==> src/sv/switch_debounce_hold_events_top_defines.svh <==
// Assertion macros shared by the block's checking code.
`ifndef SWITCH_DEBOUNCE_HOLD_EVENTS_TOP_DEFINES_SVH
`define SWITCH_DEBOUNCE_HOLD_EVENTS_TOP_DEFINES_SVH

// Same-cycle implication, clocked on clock, off during reset.
`define SDHE_ASSERT_IMP(label, ante, cons, msg) \
   label: assert property (@(posedge clock) disable iff (reset) (ante) |-> (cons)) \
      else $error(msg);

// Next-cycle implication, clocked on clock, off during reset.
`define SDHE_ASSERT_NEXT(label, ante, cons, msg) \
   label: assert property (@(posedge clock) disable iff (reset) (ante) |=> (cons)) \
      else $error(msg);

`endif

==> src/sv/sdhe_pkg.sv <==
`default_nettype none
package sdhe_pkg;

   localparam int NUM_SWITCHES_DEF = 8;
   localparam int PIN_W            = 8;
   localparam int EV_W             = 3;
   localparam int EVENTS_W         = EV_W * PIN_W;
   localparam int CNT_W            = 8;
   localparam int CSR_ADDR_W       = 4;
   localparam int CSR_DATA_W       = 32;

   localparam logic [CNT_W-1:0] DEBOUNCE_COUNT_RST = 8'd8;
   localparam logic [CNT_W-1:0] HOLD_COUNT_RST     = 8'd50;
   localparam logic [CNT_W-1:0] REPEAT_COUNT_RST   = 8'd100;
   localparam logic             PRESSED_LEVEL_RST  = 1'b0;

   typedef enum logic [EV_W-1:0] {
      EV_NONE          = 3'd0,
      EV_PRESS         = 3'd1,
      EV_SHORT_RELEASE = 3'd2,
      EV_HOLD_RELEASE  = 3'd3,
      EV_HOLD          = 3'd4
   } ev_type;

   typedef enum logic [1:0] {
      REG_DEBOUNCE_COUNT = 2'd0,
      REG_HOLD_COUNT     = 2'd1,
      REG_REPEAT_COUNT   = 2'd2,
      REG_PRESSED_LEVEL  = 2'd3
   } reg_idx_type;

   typedef struct packed {
      logic [CNT_W-1:0] debounce_count;
      logic [CNT_W-1:0] hold_count;
      logic [CNT_W-1:0] repeat_count;
      logic             pressed_level;
   } cfg_type;

   typedef struct packed {
      ev_type ev;
      logic   pressed;
   } lane_out_type;

endpackage
`default_nettype wire

==> src/sv/sdhe_channels.sv <==
`default_nettype none
interface sdhe_req_if import sdhe_pkg::*; ();
   logic             valid;
   logic             ready;
   logic [PIN_W-1:0] pin_levels;

   modport source (output valid, output pin_levels, input ready);
   modport sink   (input valid, input pin_levels, output ready);
endinterface

interface sdhe_rsp_if import sdhe_pkg::*; ();
   logic                valid;
   logic                ready;
   logic [EVENTS_W-1:0] events;
   logic [PIN_W-1:0]    pressed_flags;
   logic                any_event;

   modport source (output valid, output events, output pressed_flags, output any_event,
                   input ready);
   modport sink   (input valid, input events, input pressed_flags, input any_event,
                   output ready);
endinterface
`default_nettype wire

==> src/sv/sdhe_lane.sv <==
`default_nettype none
module sdhe_lane import sdhe_pkg::*; (
   input  logic         clock,
   input  logic         reset,
   input  logic         accept,
   input  logic         level,
   input  cfg_type      cfg,
   output lane_out_type result
);

   logic             pressed_ff, pressed_in;
   logic [CNT_W-1:0] dcnt_ff, dcnt_in;
   logic [CNT_W-1:0] hcnt_ff, hcnt_in;
   logic             raw_pressed;
   logic [CNT_W-1:0] dcnt_inc;
   logic [CNT_W-1:0] hcnt_inc;
   ev_type           ev;

   always_comb begin
      raw_pressed = (level == cfg.pressed_level);
      dcnt_inc    = dcnt_ff + 8'd1;
      hcnt_inc    = hcnt_ff + 8'd1;
      pressed_in  = pressed_ff;
      dcnt_in     = '0;
      hcnt_in     = hcnt_ff;
      ev          = EV_NONE;

      if (raw_pressed != pressed_ff) begin
         if (dcnt_inc == cfg.debounce_count) begin
            pressed_in = raw_pressed;
         end else begin
            dcnt_in = dcnt_inc;
         end
      end

      if (pressed_in && !pressed_ff) begin
         hcnt_in = '0;
         ev      = EV_PRESS;
      end else if (!pressed_in && pressed_ff) begin
         ev = (hcnt_ff < cfg.hold_count) ? EV_SHORT_RELEASE : EV_HOLD_RELEASE;
      end else if (pressed_in && (hcnt_ff < cfg.repeat_count)) begin
         hcnt_in = hcnt_inc;
         if (hcnt_inc == cfg.hold_count) begin
            ev = EV_HOLD;
         end
         // repeat point: fire again and rewind to the first-hold mark
         if (hcnt_inc == cfg.repeat_count) begin
            ev      = EV_HOLD;
            hcnt_in = cfg.hold_count;
         end
      end
   end

   always_ff @(posedge clock) begin
      if (reset) begin
         pressed_ff <= 1'b0;
         dcnt_ff    <= '0;
         hcnt_ff    <= '0;
      end else if (accept) begin
         pressed_ff <= pressed_in;
         dcnt_ff    <= dcnt_in;
         hcnt_ff    <= hcnt_in;
      end
   end

   assign result.ev      = ev;
   assign result.pressed = pressed_in;

endmodule
`default_nettype wire

==> src/sv/sdhe_merge.sv <==
`default_nettype none
module sdhe_merge import sdhe_pkg::*; #(
   parameter int NUM_SWITCHES = NUM_SWITCHES_DEF
) (
   input  logic                clock,
   input  logic                reset,
   input  logic                accept,
   input  lane_out_type        lanes [NUM_SWITCHES],
   input  logic                out_ready,
   output logic                out_valid,
   output logic [EVENTS_W-1:0] events,
   output logic [PIN_W-1:0]    pressed_flags,
   output logic                any_event
);

   logic                valid_ff, valid_in;
   logic [EVENTS_W-1:0] events_ff, events_in;
   logic [PIN_W-1:0]    flags_ff, flags_in;
   logic                any_ff, any_in;

   for (genvar i = 0; i < PIN_W; i++) begin : g_pack
      if (i < NUM_SWITCHES) begin : g_used
         assign events_in[EV_W*i +: EV_W] = lanes[i].ev;
         assign flags_in[i]               = lanes[i].pressed;
      end else begin : g_unused
         assign events_in[EV_W*i +: EV_W] = EV_NONE;
         assign flags_in[i]               = 1'b0;
      end
   end

   assign any_in   = |events_in;
   assign valid_in = accept | (valid_ff & ~out_ready);

   always_ff @(posedge clock) begin
      if (reset) begin
         valid_ff <= 1'b0;
      end else begin
         valid_ff <= valid_in;
      end
   end

   always_ff @(posedge clock) begin
      if (accept) begin
         events_ff <= events_in;
         flags_ff  <= flags_in;
         any_ff    <= any_in;
      end
   end

   assign out_valid     = valid_ff;
   assign events        = events_ff;
   assign pressed_flags = flags_ff;
   assign any_event     = any_ff;

endmodule
`default_nettype wire

==> src/sv/sdhe_csr.sv <==
`default_nettype none
module sdhe_csr import sdhe_pkg::*; (
   input  logic                  clock,
   input  logic                  reset,
   input  logic                  psel,
   input  logic                  penable,
   input  logic                  pwrite,
   input  logic [CSR_ADDR_W-1:0] paddr,
   input  logic [CSR_DATA_W-1:0] pwdata,
   output logic [CSR_DATA_W-1:0] prdata,
   output logic                  pready,
   output cfg_type               cfg
);

   cfg_type     cfg_ff, cfg_in;
   reg_idx_type idx;
   logic        wr_en;

   assign pready = 1'b1;
   assign idx    = reg_idx_type'(paddr[CSR_ADDR_W-1:2]);
   assign wr_en  = psel & penable & pwrite & pready;

   always_comb begin
      cfg_in = cfg_ff;
      if (wr_en) begin
         unique case (idx)
            REG_DEBOUNCE_COUNT: cfg_in.debounce_count = pwdata[CNT_W-1:0];
            REG_HOLD_COUNT:     cfg_in.hold_count     = pwdata[CNT_W-1:0];
            REG_REPEAT_COUNT:   cfg_in.repeat_count   = pwdata[CNT_W-1:0];
            REG_PRESSED_LEVEL:  cfg_in.pressed_level  = pwdata[0];
         endcase
      end
   end

   always_comb begin
      unique case (idx)
         REG_DEBOUNCE_COUNT: prdata = {{(CSR_DATA_W-CNT_W){1'b0}}, cfg_ff.debounce_count};
         REG_HOLD_COUNT:     prdata = {{(CSR_DATA_W-CNT_W){1'b0}}, cfg_ff.hold_count};
         REG_REPEAT_COUNT:   prdata = {{(CSR_DATA_W-CNT_W){1'b0}}, cfg_ff.repeat_count};
         REG_PRESSED_LEVEL:  prdata = {{(CSR_DATA_W-1){1'b0}}, cfg_ff.pressed_level};
      endcase
   end

   always_ff @(posedge clock) begin
      if (reset) begin
         cfg_ff.debounce_count <= DEBOUNCE_COUNT_RST;
         cfg_ff.hold_count     <= HOLD_COUNT_RST;
         cfg_ff.repeat_count   <= REPEAT_COUNT_RST;
         cfg_ff.pressed_level  <= PRESSED_LEVEL_RST;
      end else begin
         cfg_ff <= cfg_in;
      end
   end

   assign cfg = cfg_ff;

endmodule
`default_nettype wire

==> src/sv/switch_debounce_hold_events_top.sv <==
`default_nettype none
// Switch debouncer with press, short release, hold release and auto-repeat hold events.
// Each req_ transaction is one tick's pin sample; every switch has its own lane holding a
// debounced level, a debounce counter and a hold counter, and the lanes are packed into one
// rsp_ transaction per tick (three event bits per switch, debounced pressed flags and an
// any-event bit). Throughput is one sample per clock unless stalled: the only work is a
// compare and an 8-bit increment inside each lane, and the result leaves through a single
// output register in the cycle after the sample is taken. A new sample is accepted whenever
// that register is empty or being drained in the same cycle. Registers sit at byte offsets
// 0 (debounce count), 4 (hold count), 8 (repeat count) and 12 (pressed level); change them
// only while no transaction is in flight. Repeat count should exceed hold count.
`include "switch_debounce_hold_events_top_defines.svh"
module switch_debounce_hold_events_top import sdhe_pkg::*; #(
   parameter int NUM_SWITCHES = NUM_SWITCHES_DEF
) (
   input  logic                  clock,
   input  logic                  reset,
   sdhe_req_if.sink              req_chan,
   sdhe_rsp_if.source            rsp_chan,
   input  logic                  csr_psel,
   input  logic                  csr_penable,
   input  logic                  csr_pwrite,
   input  logic [CSR_ADDR_W-1:0] csr_paddr,
   input  logic [CSR_DATA_W-1:0] csr_pwdata,
   output logic [CSR_DATA_W-1:0] csr_prdata,
   output logic                  csr_pready
);

   cfg_type      cfg;
   logic         accept;
   logic         lane_level [NUM_SWITCHES];
   lane_out_type lane_res   [NUM_SWITCHES];

   assign req_chan.ready = ~rsp_chan.valid | rsp_chan.ready;
   assign accept         = req_chan.valid & req_chan.ready;

   sdhe_csr u_csr (
      .clock   (clock),
      .reset   (reset),
      .psel    (csr_psel),
      .penable (csr_penable),
      .pwrite  (csr_pwrite),
      .paddr   (csr_paddr),
      .pwdata  (csr_pwdata),
      .prdata  (csr_prdata),
      .pready  (csr_pready),
      .cfg     (cfg)
   );

   for (genvar i = 0; i < NUM_SWITCHES; i++) begin : g_lane
      if (i < PIN_W) begin : g_pin
         assign lane_level[i] = req_chan.pin_levels[i];
      end else begin : g_nopin
         assign lane_level[i] = 1'b0;
      end

      sdhe_lane u_lane (
         .clock  (clock),
         .reset  (reset),
         .accept (accept),
         .level  (lane_level[i]),
         .cfg    (cfg),
         .result (lane_res[i])
      );
   end

   sdhe_merge #(
      .NUM_SWITCHES (NUM_SWITCHES)
   ) u_merge (
      .clock         (clock),
      .reset         (reset),
      .accept        (accept),
      .lanes         (lane_res),
      .out_ready     (rsp_chan.ready),
      .out_valid     (rsp_chan.valid),
      .events        (rsp_chan.events),
      .pressed_flags (rsp_chan.pressed_flags),
      .any_event     (rsp_chan.any_event)
   );

   `SDHE_ASSERT_NEXT(a_accept_gives_rsp, accept, rsp_chan.valid, "accepted sample gave no result")
   `SDHE_ASSERT_IMP(a_idle_takes_req, !rsp_chan.valid, req_chan.ready, "empty output but not ready")
   `SDHE_ASSERT_IMP(a_any_event_matches, rsp_chan.valid,
      rsp_chan.any_event == (rsp_chan.events != '0), "any_event disagrees with events")
   `SDHE_ASSERT_IMP(a_press_sets_flag, rsp_chan.valid && (rsp_chan.events[EV_W-1:0] == EV_PRESS),
      rsp_chan.pressed_flags[0], "press event without pressed flag")

endmodule
`default_nettype wire

==> src/flat_wrapper.sv <==
// flat-port wrapper written by rule: the top's interface ports become plain ports
module switch_debounce_hold_events_top_flat import sdhe_pkg::*;
#(
   parameter int NUM_SWITCHES = NUM_SWITCHES_DEF
)
  (clock, reset, csr_psel, csr_penable, csr_pwrite, csr_paddr, csr_pwdata, csr_prdata, csr_pready, req_chan_valid, req_chan_pin_levels, req_chan_ready, rsp_chan_valid, rsp_chan_events, rsp_chan_pressed_flags, rsp_chan_any_event, rsp_chan_ready);
  sdhe_req_if req_chan_i ();
  sdhe_rsp_if rsp_chan_i ();
  input  logic clock;
  input  logic reset;
  input  logic csr_psel;
  input  logic csr_penable;
  input  logic csr_pwrite;
  input  logic [CSR_ADDR_W-1:0] csr_paddr;
  input  logic [CSR_DATA_W-1:0] csr_pwdata;
  output logic [CSR_DATA_W-1:0] csr_prdata;
  output logic csr_pready;
  input wire logic [$bits(req_chan_i.valid)-1:0] req_chan_valid;
  input wire logic [$bits(req_chan_i.pin_levels)-1:0] req_chan_pin_levels;
  output wire logic [$bits(req_chan_i.ready)-1:0] req_chan_ready;
  output wire logic [$bits(rsp_chan_i.valid)-1:0] rsp_chan_valid;
  output wire logic [$bits(rsp_chan_i.events)-1:0] rsp_chan_events;
  output wire logic [$bits(rsp_chan_i.pressed_flags)-1:0] rsp_chan_pressed_flags;
  output wire logic [$bits(rsp_chan_i.any_event)-1:0] rsp_chan_any_event;
  input wire logic [$bits(rsp_chan_i.ready)-1:0] rsp_chan_ready;
  assign req_chan_i.valid = req_chan_valid;
  assign req_chan_i.pin_levels = req_chan_pin_levels;
  assign req_chan_ready = req_chan_i.ready;
  assign rsp_chan_valid = rsp_chan_i.valid;
  assign rsp_chan_events = rsp_chan_i.events;
  assign rsp_chan_pressed_flags = rsp_chan_i.pressed_flags;
  assign rsp_chan_any_event = rsp_chan_i.any_event;
  assign rsp_chan_i.ready = rsp_chan_ready;
  switch_debounce_hold_events_top #(.NUM_SWITCHES(NUM_SWITCHES)) u_core (.clock(clock), .reset(reset), .req_chan(req_chan_i), .rsp_chan(rsp_chan_i), .csr_psel(csr_psel), .csr_penable(csr_penable), .csr_pwrite(csr_pwrite), .csr_paddr(csr_paddr), .csr_pwdata(csr_pwdata), .csr_prdata(csr_prdata), .csr_pready(csr_pready));
endmodule
==> config.mk <==
export PLATFORM = sky130hd
export DESIGN_NAME = switch_debounce_hold_events_top_flat
export DESIGN_NICKNAME = d
export VERILOG_FILES = /design/src/sv/sdhe_pkg.sv /design/src/sv/sdhe_channels.sv /design/src/sv/sdhe_lane.sv /design/src/sv/sdhe_merge.sv /design/src/sv/sdhe_csr.sv /design/src/sv/switch_debounce_hold_events_top.sv /design/src/flat_wrapper.sv
export VERILOG_INCLUDE_DIRS = /design/src /design/src/sv
export SDC_FILE = /design/constraint.sdc
export NUM_CORES = 1
export LEC_CHECK = 0
export BUFFER_PORTS_ARGS = -buffer_cell sky130_fd_sc_hd__clkbuf_2
export CORE_UTILIZATION = 49
export DETAILED_ROUTE_END_ITERATION = 8
export PLACE_DENSITY = 0.67
export SLEW_MARGIN = 0
export SYNTH_ARGS = -nofsm -noshare
export SYNTH_HDL_FRONTEND = slang
export SYNTH_SLANG_ARGS = --single-unit
==> constraint.sdc <==
create_clock -name clock -period 4.9 [get_ports clock]
set_clock_uncertainty 0.1 [all_clocks]
set_input_delay 0 -clock clock [delete_from_list [all_inputs] [get_ports clock]]
set_output_delay 0 -clock clock [all_outputs]
set_load 0.02 [all_outputs]
==> impl_results.md <==
* Status: completed
* CTS max path bufs at 2
* Rows at 68
* Count leader, synth: nor2_1
* Post-Route WL at 52.5 mm
* M3 GR Usage at 0.0456
* Power per Cell Area at around 200 nW/um^2
* Final slew viol count at 0
* DIE AREA at 35600 sq um
* Placed Cells incl. Taps at about 2.5k
* Dpl hpwl at 36.5 mm
* TritonCTS clock tree: built
* Worst slew pin tran at 1.04 ns
* Remaining Overflow, GRT at 0
* Sequential share of the synthesized area at 0.248
* Worst Path Arrival at about 4.8 ns
* Post-synth design cell area at between 15000 and 20000 sq um
* Antenna cells at 0
* Most Crowded Layer GR: met2
* CTS H-Tree Depth at 4
* Slew headroom at 0.305
* Ys async rst share at 0
* Unrepaired setup endpoints after global routing: false
* First-pass GRT wire length at 82.0 mm
* GPL Wtd Cong at 0.921
* Clock transition at path regs at 0.08 ns
* Worst reg2reg setup slack at around 0.31 ns
* Peak VDD IR at 0.245 mV
* Combinational share of power at 0.130
* Pin count of the biggest net entering global routing at 62
* Ports at 119
* Largest area contributor in the netlist: dfxtp_1
* Fin crit period at 4.59 ns
* Layout area overhead at 8.55%
* Core area at 34500 sq um
* Setup violators final at 0
* Vias in the first global route at 14.7k
* Num CTS Buffers at 17
* 1st-iter DRT viols at 1338
* Nets at 2317
* Starting Density at 0.496
* Netlist cell types at 91
* Met1 track utilization from global routing at 0.389
* Synth Area per Inst at 8.21 sq um
* Initial DRT Pass Iterations at 5
* Clock tree root driver cell: clkbuf_16
* Worst setup EP type: register
* Post-route clock period utilization at 0.936
* Share of cells above drive strength 1 at 0.0945
* DR DRC count at 0
* Fmax at 0.218 GHz
* Synthesized instance count at 2081
* Vias at 16.0k
* Leak at 7.34 nW
* Crit-path cells: ha_1 -> nand3_2 -> or3_1 -> a2111oi_4 -> a31oi_1 -> a41oi_1 -> inv_1 -> ha_1 -> nor4_1 -> o2111ai_1 -> or4_1 -> a2111oi_2 -> nor4_1 -> nand4_1
* Share of the synthesized area in the top cell type at 0.190
* Synth Flop Type: dfxtp_1
* Synthesis-stage register bit count at around 200
* Cell Int Power at between 2 and 3 mW
* Die Y at 189 um
* Final Hold Viols at 0
* Worst Setup Start Kind: register
* Most instantiated cells after synthesis: 181 x nor2_1, 163 x a21oi_1, 162 x dfxtp_1
* Synth top area cells: dfxtp_1 19%, ha_1 11%, xnor2_1 7.5%
* Met2 usage at 0.467
* Sequential Power Share at 0.459
* Die Width at 189 um
* Avg WL per Cell at ~20 um
* Data required, critical path at 5.13 ns
* Skew-Pair Late Insertion Delay at 0.48 ns
* CP peak stage delay at roughly 0.54 ns
* Antenna violations before repair at 1
* Vias per cell at 6.18
* GRT Total Usage at 0.294
* Hold WC Path Type: in -> reg
* Clk pwr share at 0.411
* Non-Filler Instances at 2582
* Setup CP Type: reg -> reg
* Clock tree sinks at 195
* Switching Power at 1.11 mW
* PortBufs at 67
* CP max FO at 7
* Sum Neg Setup Slack at 0 ns
* CP max stage cell: or4_1
* Post-CTS setup buffers at 0
* Sw frac at 0.301
* Yosys warns at 0
* Number of flops mapped to enable cells by yosys at 33
* Antenna-violating nets left at 0
* Max cap viols at 0
area by class of cell:
| class | count | area [sq um] |
|---|---|---|
| tap | 455 | 569 |
| multi-input combinational | 1700 | 12000 |
| timing repair buffer | 137 | 896 |
| sequential | 195 | 4230 |
| clock buffer | 19 | 454 |
| clock inverter | 13 | 156 |
| fill | 3250 | 15900 |
| inverter | 63 | 238 |
logic make-up (layout without fill, tap and decap cells):
logic type	count (synthesis)	count (layout)	synth area share
buffers and inverters	209	232	0.0555
multiplexers	54	54	0.0327
AO/OA/AOI/OAI	506	506	0.189
adder cells (fa/ha/maj)	152	152	0.111
XOR/XNOR	233	233	0.138
AND/OR/NAND/NOR	730	730	0.226
other	2	25	0.000439
flip-flops	195	195	0.248
repair_timing:
item | in CTS | in global routing
endpoints found under the hold margin | 53 | 0
gates resized for setup | 0 | 0
hold buffers | 13 | 0
endpoints found under the setup margin | 0 | 0
per-stage QoR:
step / area (sq um) / util / setup slack (ns) / hold slack [ns] / total power [mW]
global route: 18500 / 0.538 / 0.0884 / 0.0423 / 3.81
global placement: 17800 / 0.517 / 0.506 / 0.141 / 2.19
CTS: 18500 / 0.538 / 0.345 / 0.0108 / 3.71
finish: 18500 / 0.538 / 0.312 / 0.0248 / 3.69
floorplan: 17200 / - / 0.755 / 0.0251 / 2.06
detailed placement: 17800 / 0.517 / 0.375 / 0.149 / 2.20
critical path: cells and delay by family (launching register included):
family | cells | cell delay (ns)
DFF | 1 | 0.42
and+or+nand+nor | 6 | 1.68
buffers and inverters | 1 | 0.12
adders and majority gates | 2 | 0.50
AOI/OAI and AO/OA | 5 | 1.66
routing by layer:
layer | vias up | share of wire | wire [um]
met3 | 138 | 0.071 | 3730
met2 | 616 | 0.45 | 23400
li1 | 7593 | - | -
met4 | 0 | 0.044 | 2300
met5 | - | 0 | 0
met1 | 7616 | 0.44 | 23000
path summary, 6_finish.rpt:
path                                                         from                                         endpoint  cells past startpoint
setup reg to reg  u_core.g_lane[3].u_lane.dcnt_ff[0]$_SDFFE_PP0P_               u_core.u_merge.any_event$_DFFE_PP_                     14
hold reg to reg   u_core.g_lane[0].u_lane.dcnt_ff[7]$_SDFFE_PP0P_  u_core.g_lane[0].u_lane.dcnt_ff[7]$_SDFFE_PP0P_                      2
hold / removal                             req_chan_pin_levels[5]  u_core.g_lane[5].u_lane.pressed_ff$_SDFFE_PP0P_                      5
setup / recovery  u_core.g_lane[3].u_lane.dcnt_ff[0]$_SDFFE_PP0P_               u_core.u_merge.any_event$_DFFE_PP_                     14
layout by cell type (no fill, tap or decap), types with 10 or more instances in the layout:
cell type / instances
conb_1: 25
nand4_1: 20
mux2i_1: 49
clkbuf_2: 66
nor3_1: 67
a211o_1: 10
and3_1: 30
xor2_1: 63
o31ai_1: 10
dlygate4sd3_1: 13
nor2_1: 181
o211ai_1: 25
a211oi_1: 23
clkbuf_16: 18
dfxtp_1: 162
nor2b_1: 39
inv_1: 56
a22oi_1: 12
ha_1: 152
and4_1: 16
nand3_1: 64
xnor3_1: 23
nor4_1: 29
and2_1: 16
nand2_1: 125
a31oi_1: 11
o21ai_0: 128
or4_1: 12
edfxtp_1: 33
xnor2_1: 147
nand3b_1: 10
nand2b_1: 21
o21a_1: 35
or3_1: 35
nor3b_1: 21
buf_4: 58
a21oi_1: 163
registers in the layout, summed over array words and instances, names as in the netlist:
name,cells
u_core.g_lane.u_lane.hcnt_ff,64
u_core.u_merge.out_valid,1
u_core.u_csr.cfg,25
u_core.u_merge.pressed_flags,8
u_core.u_merge.any_event,1
u_core.g_lane.u_lane.dcnt_ff,64
u_core.u_merge.events,24
u_core.g_lane.u_lane.pressed_ff,8
power by group through the flow:
stage	registers (mW)	logic, mW	clock network (mW)
after detailed placement	1.73	0.465	0
final	1.69	0.482	1.52
after floorplan	1.74	0.312	0
after global placement	1.73	0.458	0
after global routing	1.70	0.521	1.59
after CTS	1.69	0.476	1.54
Power figures use the tool's default switching activity.
